$ cat src/rtl/core/tcgl_pkg.sv
// ----------------------------------------------------------------------------
// Glyph layout package
// Shared constants, code words and helper functions of the text code stream
// glyph layout block.
// ----------------------------------------------------------------------------
package tcgl_pkg;

	// Stream payload widths (whole bytes).
	localparam int S_DATA_W = 96;
	localparam int M_DATA_W = 136;

	// Configuration register indexes.
	localparam int CFG_IDX_W = 3;
	localparam logic [CFG_IDX_W-1:0] REG_SCALE_X      = 3'd0;
	localparam logic [CFG_IDX_W-1:0] REG_SCALE_Y      = 3'd1;
	localparam logic [CFG_IDX_W-1:0] REG_SCALE_LINE   = 3'd2;
	localparam logic [CFG_IDX_W-1:0] REG_COLOR_DIRECT = 3'd3;
	localparam logic [CFG_IDX_W-1:0] REG_COUNT_SPACES = 3'd4;

	// Input kinds and result kinds.
	localparam logic KIND_START = 1'b0;
	localparam logic KIND_CODE  = 1'b1;
	localparam logic RK_GLYPH   = 1'b0;
	localparam logic RK_DONE    = 1'b1;

	// Control code words.
	localparam logic [15:0] CODE_NEWLINE   = 16'hFF00;
	localparam logic [15:0] CODE_SPACE     = 16'hFF01;
	localparam logic [15:0] CODE_SWALLOW_A = 16'hFF02;
	localparam logic [15:0] CODE_SWALLOW_B = 16'hFF03;
	localparam logic [15:0] CODE_GAP       = 16'hFF04;
	localparam logic [15:0] CODE_IGNORE_LO = 16'hFE00;
	localparam logic [15:0] CODE_END       = 16'hFFFF;

	// Scale reset value, 1.0 in Q4.12.
	localparam logic [15:0] SCALE_ONE = 16'h1000;

	// Advance widths in whole pixels for the codes that have a font entry.
	localparam int FONT_TABLE_SIZE = 108;
	localparam int FT_IDX_W = $clog2(FONT_TABLE_SIZE);
	localparam int WIDTH_ROM [FONT_TABLE_SIZE] = '{
		28, 14, 14, 28, 28, 28, 28, 14, 14, 14, 28, 22, 14, 20, 14, 28, 20, 20, 20, 20,
		20, 20, 20, 20, 20, 20, 14, 14, 28, 28, 28, 20, 28, 24, 24, 24, 24, 24, 24, 24,
		24, 14, 18, 26, 20, 28, 26, 24, 22, 24, 24, 20, 20, 24, 22, 28, 22, 22, 20, 14,
		28, 14, 28, 20, 28, 16, 16, 12, 16, 14, 14, 18, 18, 10, 12, 18, 10, 24, 18, 16,
		16, 16, 14, 14, 12, 18, 16, 20, 16, 16, 14, 28, 28, 28, 28, 28, 28, 28, 28, 28,
		28, 28, 28, 28, 28, 28, 28, 28
	};

	// Texture cell geometry: 18 by 18 cells of 14 pixels on a page.
	localparam int CELLS_PER_PAGE = 324;
	localparam int CELLS_PER_ROW  = 18;
	localparam int CELL_PIXELS    = 14;

	// Whole pixels times a Q4.12 scale, rounded half up to Q9.4.
	function automatic logic [12:0] scaled(input logic [4:0] n, input logic [15:0] s);
		logic [20:0] prod;
		prod = 21'(n) * 21'(s) + 21'd128;
		return prod[20:8];
	endfunction

	// Pen add that saturates at the top of the signed 16-bit range.
	function automatic logic signed [15:0] sat_add(input logic signed [15:0] a,
			input logic [12:0] d);
		logic [16:0] sum;
		sum = {a[15], a} + {4'b0, d};
		if (!sum[16] && sum[15])
			return 16'sh7FFF;
		return sum[15:0];
	endfunction

	// Texture page: code / 324 as ((code >> 2) * ceil(2^20 / 81)) >> 20.
	function automatic logic [7:0] page_of(input logic [15:0] code);
		logic [27:0] prod;
		prod = 28'(code[15:2]) * 28'd12946;
		return prod[27:20];
	endfunction

	// Palette lookup; index 0 and anything past the table give white.
	function automatic logic [31:0] palette_of(input logic [31:0] idx);
		logic [31:0] col;
		case (idx)
			32'd1:   col = 32'hFF20E0FF;
			32'd2:   col = 32'hFFFF2020;
			32'd3:   col = 32'hFF20FF20;
			32'd4:   col = 32'hFF606060;
			default: col = 32'hFFFFFFFF;
		endcase
		return col;
	endfunction

endpackage

$ cat src/rtl/core/tcgl_cell_map.sv
// ----------------------------------------------------------------------------
// Glyph texture cell map
// Turns a code word and its texture page into the u/v corner of its cell.
// ----------------------------------------------------------------------------
module tcgl_cell_map (
	input  logic [15:0] code,
	input  logic [7:0]  page,
	output logic [7:0]  tex_u,
	output logic [7:0]  tex_v
);
	import tcgl_pkg::*;

	logic [15:0] page_base;
	logic [8:0]  page_cell;
	logic [14:0] row_prod;
	logic [4:0]  row;
	logic [4:0]  col;

	// Cell within the page, then row = cell / 18 by a reciprocal of 9 on cell / 2.
	assign page_base = 16'(16'(page) * 16'(CELLS_PER_PAGE));
	assign page_cell = 9'(code - page_base);
	assign row_prod  = 15'(page_cell[8:1]) * 15'd114;
	assign row       = row_prod[14:10];
	assign col       = 5'(page_cell - 9'(9'(row) * 9'(CELLS_PER_ROW)));

	assign tex_u = 8'(8'(col) * 8'(CELL_PIXELS));
	assign tex_v = 8'(8'(row) * 8'(CELL_PIXELS));

endmodule

$ cat src/rtl/core/text_code_stream_glyph_layout.sv
// ----------------------------------------------------------------------------
// Text code stream glyph layout
// Each request passes the input register, then its result the output register.
// Throughput is one request per cycle while no result waits on a busy output
// register; a request that ends on the glyph limit gives a glyph and a done
// result and holds the output register until both go, which bounds the rate.
// Reset: arst_n clears the layout state to idle and the scales to 1.0.
// ----------------------------------------------------------------------------
module text_code_stream_glyph_layout (
	input  logic                          clk,
	input  logic                          arst_n,
	// Request stream. s_tdata fields from bit 0 up: code, start_x, start_y,
	// glyph_limit, color. s_tuser: kind (0 start, 1 code word).
	input  logic                          s_tvalid,
	output logic                          s_tready,
	input  logic [tcgl_pkg::S_DATA_W-1:0] s_tdata,
	input  logic                          s_tuser,
	// Result stream. m_tdata fields from bit 0 up: pos_x, pos_y, tex_page,
	// tex_u, tex_v, argb, quad_w, quad_h, drawn_count. m_tuser: result_kind.
	// m_tlast: last result of the request.
	output logic                          m_tvalid,
	input  logic                          m_tready,
	output logic [tcgl_pkg::M_DATA_W-1:0] m_tdata,
	output logic                          m_tuser,
	output logic                          m_tlast,
	// Configuration write port.
	input  logic                          cfg_we,
	input  logic [tcgl_pkg::CFG_IDX_W-1:0] cfg_index,
	input  logic [15:0]                   cfg_data
);
	import tcgl_pkg::*;

	// Configuration registers.
	logic [15:0] scale_x_q, scale_y_q, scale_line_q;
	logic        color_direct_q, count_spaces_q;

	// Layout state.
	logic signed [15:0] pen_x_q, pen_y_q, origin_x_q;
	logic               skip_q, limit_on_q, active_q;
	logic [15:0]        glyphs_q, remaining_q;
	logic [31:0]        held_color_q;

	// Input register. The texture page is worked out on the way in so that
	// the cell math in stage one starts from a registered page.
	logic               valid_s1;
	logic               kind_s1;
	logic [15:0]        code_s1;
	logic signed [15:0] start_x_s1, start_y_s1;
	logic [15:0]        limit_s1;
	logic [31:0]        color_s1;
	logic [7:0]         page_s1;

	// Output register and the done result that waits behind a glyph.
	logic                pend_q;
	logic                m_valid_q, m_kind_q, m_last_q;
	logic [M_DATA_W-1:0] m_data_q;

	logic s_take, m_take;
	assign s_take = s_tvalid && s_tready;
	assign m_take = m_valid_q && m_tready;

	// ------------------------------------------------------------------
	// Config. Host must write only while no request is in flight; not enforced.
	// ------------------------------------------------------------------
	always_ff @(posedge clk or negedge arst_n) begin
		if (!arst_n) begin
			scale_x_q      <= SCALE_ONE;
			scale_y_q      <= SCALE_ONE;
			scale_line_q   <= SCALE_ONE;
			color_direct_q <= 1'b0;
			count_spaces_q <= 1'b0;
		end else if (cfg_we) begin
			unique case (cfg_index)
				REG_SCALE_X:      scale_x_q      <= cfg_data;
				REG_SCALE_Y:      scale_y_q      <= cfg_data;
				REG_SCALE_LINE:   scale_line_q   <= cfg_data;
				REG_COLOR_DIRECT: color_direct_q <= cfg_data[0];
				REG_COUNT_SPACES: count_spaces_q <= cfg_data[0];
				default: ;
			endcase
		end
	end

	// ------------------------------------------------------------------
	// Stage one: decode the code word against the current layout state.
	// ------------------------------------------------------------------
	logic        is_start, live, act;
	logic        is_nl, is_sp, is_sw, is_gap, is_ign, is_end, is_gl;
	logic        limit_hit, sp_uses_limit, sp_done, gl_done;
	logic        has_result, out_free, advance;
	logic [4:0]  glyph_w;
	logic [12:0] adv14, adv28, adv_w, line_adv, quad_h13;
	logic signed [15:0] pen_sp, pen_gap, pen_gl, pen_y_nl;
	logic [15:0] glyphs_inc, remaining_dec;
	logic [31:0] argb;
	logic [7:0]  tex_u, tex_v;
	logic [M_DATA_W-1:0] glyph_data;

	tcgl_cell_map u_cell_map (
		.code  (code_s1),
		.page  (page_s1),
		.tex_u (tex_u),
		.tex_v (tex_v)
	);

	always_comb begin
		is_start = valid_s1 && (kind_s1 == KIND_START);
		live     = valid_s1 && (kind_s1 == KIND_CODE) && active_q;
		act      = live && !skip_q;

		is_nl  = act && (code_s1 == CODE_NEWLINE);
		is_sp  = act && (code_s1 == CODE_SPACE);
		is_sw  = act && (code_s1 == CODE_SWALLOW_A || code_s1 == CODE_SWALLOW_B);
		is_gap = act && (code_s1 == CODE_GAP);
		is_ign = act && (code_s1[15:4] == CODE_IGNORE_LO[15:4]);
		is_end = act && (code_s1 == CODE_END);
		is_gl  = act && !(is_nl || is_sp || is_sw || is_gap || is_ign || is_end);

		// The limit runs out when the count left is one, or already zero.
		limit_hit     = limit_on_q && (remaining_q <= 16'd1);
		remaining_dec = (remaining_q == '0) ? remaining_q : remaining_q - 16'd1;
		sp_uses_limit = is_sp && count_spaces_q && limit_on_q;
		sp_done       = is_sp && count_spaces_q && limit_hit;
		gl_done       = is_gl && limit_hit;

		has_result = sp_done || is_end || is_gl;
		out_free   = !m_valid_q || (m_tready && !pend_q);
		advance    = valid_s1 && (!has_result || out_free);

		glyph_w = (code_s1 < 16'(FONT_TABLE_SIZE)) ?
			5'(WIDTH_ROM[code_s1[FT_IDX_W-1:0]]) : 5'd0;

		adv14    = scaled(5'd14, scale_x_q);
		adv28    = scaled(5'd28, scale_x_q);
		adv_w    = scaled(glyph_w, scale_x_q);
		line_adv = scaled(5'd30, scale_line_q);
		quad_h13 = scaled(5'd28, scale_y_q);

		pen_sp   = sat_add(pen_x_q, adv14);
		pen_gap  = sat_add(pen_x_q, adv28);
		pen_gl   = sat_add(pen_x_q, adv_w);
		pen_y_nl = sat_add(pen_y_q, line_adv);

		glyphs_inc = (glyphs_q == 16'hFFFF) ? glyphs_q : glyphs_q + 16'd1;
		argb = color_direct_q ? held_color_q : palette_of(held_color_q);

		glyph_data = {glyphs_inc, 3'b0, quad_h13, 3'b0, adv28, argb,
			tex_v, tex_u, page_s1, pen_y_q, pen_x_q};
	end

	assign s_tready = !valid_s1 || advance;

	// Input register.
	always_ff @(posedge clk or negedge arst_n) begin
		if (!arst_n) begin
			valid_s1 <= 1'b0;
		end else if (s_take) begin
			valid_s1 <= 1'b1;
		end else if (advance) begin
			valid_s1 <= 1'b0;
		end
	end

	always_ff @(posedge clk) begin
		if (s_take) begin
			kind_s1    <= s_tuser;
			code_s1    <= s_tdata[15:0];
			start_x_s1 <= s_tdata[31:16];
			start_y_s1 <= s_tdata[47:32];
			limit_s1   <= s_tdata[63:48];
			color_s1   <= s_tdata[95:64];
			page_s1    <= page_of(s_tdata[15:0]);
		end
	end

	// Layout state advances once per request, as the request leaves stage one.
	always_ff @(posedge clk or negedge arst_n) begin
		if (!arst_n) begin
			pen_x_q      <= '0;
			pen_y_q      <= '0;
			origin_x_q   <= '0;
			skip_q       <= 1'b0;
			glyphs_q     <= '0;
			remaining_q  <= '0;
			limit_on_q   <= 1'b0;
			held_color_q <= '0;
			active_q     <= 1'b0;
		end else if (advance) begin
			if (is_start) begin
				origin_x_q   <= start_x_s1;
				pen_x_q      <= start_x_s1;
				pen_y_q      <= start_y_s1;
				remaining_q  <= limit_s1;
				limit_on_q   <= (limit_s1 != '0);
				held_color_q <= color_s1;
				glyphs_q     <= '0;
				skip_q       <= 1'b0;
				active_q     <= 1'b1;
			end else if (live && skip_q) begin
				// The swallowed word does nothing else.
				skip_q <= 1'b0;
			end else begin
				if (is_nl) begin
					pen_x_q <= origin_x_q;
					pen_y_q <= pen_y_nl;
				end
				if (is_sp)
					pen_x_q <= pen_sp;
				if (sp_uses_limit)
					remaining_q <= remaining_dec;
				if (is_sw)
					skip_q <= 1'b1;
				if (is_gap)
					pen_x_q <= pen_gap;
				if (is_gl) begin
					glyphs_q <= glyphs_inc;
					pen_x_q  <= pen_gl;
					if (limit_on_q)
						remaining_q <= remaining_dec;
				end
				if (is_end || sp_done || gl_done)
					active_q <= 1'b0;
			end
		end
	end

	// ------------------------------------------------------------------
	// Output register. A glyph that uses up the limit leaves a done result
	// pending, which follows as soon as the glyph is taken.
	// ------------------------------------------------------------------
	always_ff @(posedge clk or negedge arst_n) begin
		if (!arst_n) begin
			m_valid_q <= 1'b0;
			pend_q    <= 1'b0;
		end else if (advance && has_result) begin
			m_valid_q <= 1'b1;
			pend_q    <= gl_done;
		end else if (m_take) begin
			m_valid_q <= pend_q;
			pend_q    <= 1'b0;
		end
	end

	always_ff @(posedge clk) begin
		if (advance && has_result) begin
			if (is_gl) begin
				m_kind_q <= RK_GLYPH;
				m_last_q <= !gl_done;
				m_data_q <= glyph_data;
			end else begin
				// Done result: a count only when the end code closed the message.
				m_kind_q <= RK_DONE;
				m_last_q <= 1'b1;
				m_data_q <= {(is_end ? glyphs_q : 16'd0), {(M_DATA_W-16){1'b0}}};
			end
		end else if (m_take && pend_q) begin
			m_kind_q <= RK_DONE;
			m_last_q <= 1'b1;
			m_data_q <= '0;
		end
	end

	assign m_tvalid = m_valid_q;
	assign m_tuser  = m_kind_q;
	assign m_tlast  = m_last_q;
	assign m_tdata  = m_data_q;

	// ------------------------------------------------------------------
	// Assertions
	// ------------------------------------------------------------------
	a_pend_has_glyph: assert property (@(posedge clk) disable iff (!arst_n)
		pend_q |-> m_valid_q)
		else $error("pending done without a glyph in the output register");

	a_pend_not_last: assert property (@(posedge clk) disable iff (!arst_n)
		pend_q |-> (m_kind_q == RK_GLYPH && !m_last_q))
		else $error("pending done behind a result that is not an open glyph");

	a_limit_left: assert property (@(posedge clk) disable iff (!arst_n)
		(active_q && limit_on_q) |-> (remaining_q != '0))
		else $error("message still active with its glyph limit used up");

	a_glyph_counted: assert property (@(posedge clk) disable iff (!arst_n)
		(m_valid_q && m_kind_q == RK_GLYPH) |-> (m_data_q[M_DATA_W-1 -: 16] != '0))
		else $error("glyph result with a zero drawn count");

endmodule

$ cat config.mk
export PLATFORM = sky130hd
export DESIGN_NAME = text_code_stream_glyph_layout
export DESIGN_NICKNAME = d
export VERILOG_FILES = /design/src/rtl/core/tcgl_pkg.sv /design/src/rtl/core/tcgl_cell_map.sv /design/src/rtl/core/text_code_stream_glyph_layout.sv
export SDC_FILE = /design/constraint.sdc
export NUM_CORES = 1
export LEC_CHECK = 0
export BUFFER_PORTS_ARGS = -buffer_cell sky130_fd_sc_hd__buf_2
export CAP_MARGIN = 20
export CORE_MARGIN = 1
export CORE_UTILIZATION = 54
export CTS_BUF_LIST = sky130_fd_sc_hd__clkbuf_4 sky130_fd_sc_hd__clkbuf_8 sky130_fd_sc_hd__clkbuf_16
export DETAILED_ROUTE_END_ITERATION = 10
export PLACE_DENSITY = 0.81
export SYNTH_ARGS = -nofsm -noshare
export SYNTH_HDL_FRONTEND = slang
export SYNTH_SLANG_ARGS = --single-unit
$ cat constraint.sdc
create_clock -name clk -period 7.87 [get_ports clk]
set_input_delay 1.574 -clock clk [delete_from_list [all_inputs] [get_ports clk]]
set_output_delay 1.574 -clock clk [all_outputs]
set_load 0.02 [all_outputs]
==> flow_summary_export.csv <==
group,metric,value,unit
run_status,outcome,"completed",
finish,area_growth,12.6,%
worst_hold_path,hold_class,"flip-flop to flip-flop",
worst_setup_path,cp_data_required_time,8.26,ns
detailed_routing,via_count,22500,
global_routing,antenna_found_initial,1,
global_routing,busiest_layer,"met2",
synthesis,synth_area_per_cell,10.3,um2
global_routing,track_usage,25.6,%
synthesis,synth_cell_types,97,
finish,multi_input_area,17400,um2
clock_network,cts_inserted_buffers,44,
placement,place.gp.congestion,0.961,
finish,final_core_util,62.0,%
floorplan,start_util,55.1,%
timing,fin_crit_sh,94.8,%
clock_network,cts_sinks,403,
timing,final.setup.worst_slack,0.409,ns
floorplan,core-area,54200,um2
timing,max_clock_freq,134,MHz
detailed_routing,wl_per_cell,18.4,um
detailed_routing,drtIter0Drc,1615,
timing,slew_headroom,26.3,%
floorplan,die_x,237,um
finish,fillers,4425,
flow_run,max_cap_violations,0,
finish,drive_gt1_share,15.9,%
timing,skew,0.0294,ns
floorplan,dieArea,56200,um2
timing,finalSetupViolations,0,
placement,dpl.hpwl,52900,um
worst_setup_path,crit_path_start_kind,"flip-flop",
synthesis,netlist_instances,2896,
synthesis,synth-seq-cells,403,
synthesis,yosysSeqAreaShare,37.7,%
synthesis,synth_edf_count,235,
floorplan,chipHeight,237,um
global_routing,use_met1,35.1,%
clock_network,clk_pin_slew_worst_paths,0.06,ns
timing,fin_crit,7.46,ns
finish,final_net_count,3715,
clock_network,insertion_delay,0.58,ns
worst_setup_path,path_max_fanout,13,
clock_network,cts-root-buf,"clkbuf_16",
synthesis,synth_top_flop_cell,"edfxtp_1",
global_routing,globalRouteMet2Util,42.7,%
worst_setup_path,slowest_delay,0.51,ns
synthesis,synthArstFlopShare,41.7,%
detailed_routing,antenna_left,0,
worst_setup_path,worstPathArrival,7.85,ns
placement,io_buffers,252,
finish,diodes,0,
global_routing,grt_pass1_vias,22000,
clock_network,cts_tree,"built",
synthesis,synth_warnings,0,
timing,worst_pin_slew,1.10,ns
detailed_routing,remaining_drc_errors,0,
detailed_routing,vias_per_cell,5.79,
global_routing,use_met3,2.86,%
worst_setup_path,critical_path_class,"flip-flop to flip-flop",
floorplan,num_rows,85,
worst_setup_path,cpMaxStageDelayCell,"fa_1",
timing,drv_slew,0,
detailed_routing,routed_wl,71400,um
clock_network,htreeDepth,2,
placement,place_ws,-0.153,ns
detailed_routing,dr.pass1.iters,6,
worst_setup_path,critPathCaptureType,"flip-flop",
global_routing,grt.overflow.total,0,
timing,final_hold_viol_count,0,
floorplan,pin_count,261,
global_routing,grt_max_degree,71,
global_routing,grt_pass1_wl,116000,um
finish,seq_area,11300,um2
synthesis,syn_area,29900,um2
finish,largest_reg_flops,128,
clock_network,cts_max_path_buffers,3,
## metal layers
metal,vias up,routed length (um)
li1,10800,-
met1,10900,30900
met2,708,34300
met3,123,3970
met4,2,2160
met5,-,13
## repair_timing
item                                    4_1_cts  5_1_grt
endpoints found under the hold margin         0        0
hold buffers                                  0        0
pin swaps                                     1        7
gates resized for setup                       2       24
endpoints found under the setup margin       13       17
setup buffers                                 0        8
## worst max-delay path, delay by kind of cell, from the launching register on
family | cells | cell delay, ns
flops | 1 | 0.40
xor+xnor | 1 | 0.14
buf+inv | 4 | 0.58
compound gates | 17 | 3.28
simple gates | 4 | 0.47
fa+ha+maj | 6 | 2.41
## cells in the mapped netlist (all sizes together) (61+ instances only)
cell type	count	area (um2)
nor2	175	659
nand2	275	1030
nand3	62	310
xor2	76	666
inv	234	878
and2	101	633
a21oi	164	821
edfxtp	235	7060
fa	146	2920
dfrtp	165	4130
o21ai	141	709
ha	299	3740
clkbuf	61	229
xnor2	109	955
## final timing paths
check,startpoint,slack [ns],cells after the start,endpoint
max in group asynchronous,arst_n,5.66,2,glyphs_q[6]
hold / removal,color_s1[12],0.44,2,held_color_q[12]
hold reg to reg,color_s1[12],0.44,2,held_color_q[12]
setup / recovery,code_s1[0],0.41,32,pen_x_q[1]
setup reg to reg,code_s1[0],0.41,32,pen_x_q[1]
min in group asynchronous,arst_n,0.94,1,held_color_q[13]
## placed cells by master, fill, tap and decap left out, drive strengths merged, types with 49 or more instances in the layout
master / n
buf: 296
fa: 146
nand3: 62
a21o: 54
a21oi: 164
nor3: 56
edfxtp: 235
nor2: 175
nand2: 275
xnor2: 109
xor2: 76
and2: 101
clkbuf: 63
o21ai: 141
ha: 299
inv: 237
mux2: 49
dfrtp: 165
## final cells by class
| class | count | share of cell area (%) |
|---|---|---|
| Multi-Input combinational cell | 2168 | 51.8 |
| Sequential cell | 403 | 33.5 |
| Timing Repair Buffer | 297 | 4.83 |
| Clock buffer | 62 | 3.93 |
| Inverter | 235 | 2.62 |
| Tap cell | 696 | 2.59 |
| Clock inverter | 20 | 0.733 |
## metrics by stage
| stage | hold WS (ns) | area, um2 | std cells | setup TNS, ns |
|---|---|---|---|---|
| finish | 0.437 | 33600 | 3881 | 0 |
| global route | 0.449 | 33600 | 3881 | -0.0377 |
| CTS | 0.443 | 33500 | 3871 | 0 |
| detailed placement | 0.420 | 31900 | 3789 | -1.36 |
| global placement | 0.418 | 31900 | 3789 | 0 |
| floorplan | 0.415 | 29900 | 2903 | 0 |
## cells by family after synthesis
logic type	synth area share, %
mux	2.29
xor+xnor	5.50
simple gates	13.6
flops	37.7
fa+ha+maj	22.3
buf+inv	4.50
compound gates	14.0
other cells	0.0126
Power is left out: the tool's default activity adds up to more than one toggle a clock period on the data nets, which glitch-free logic cannot reach.
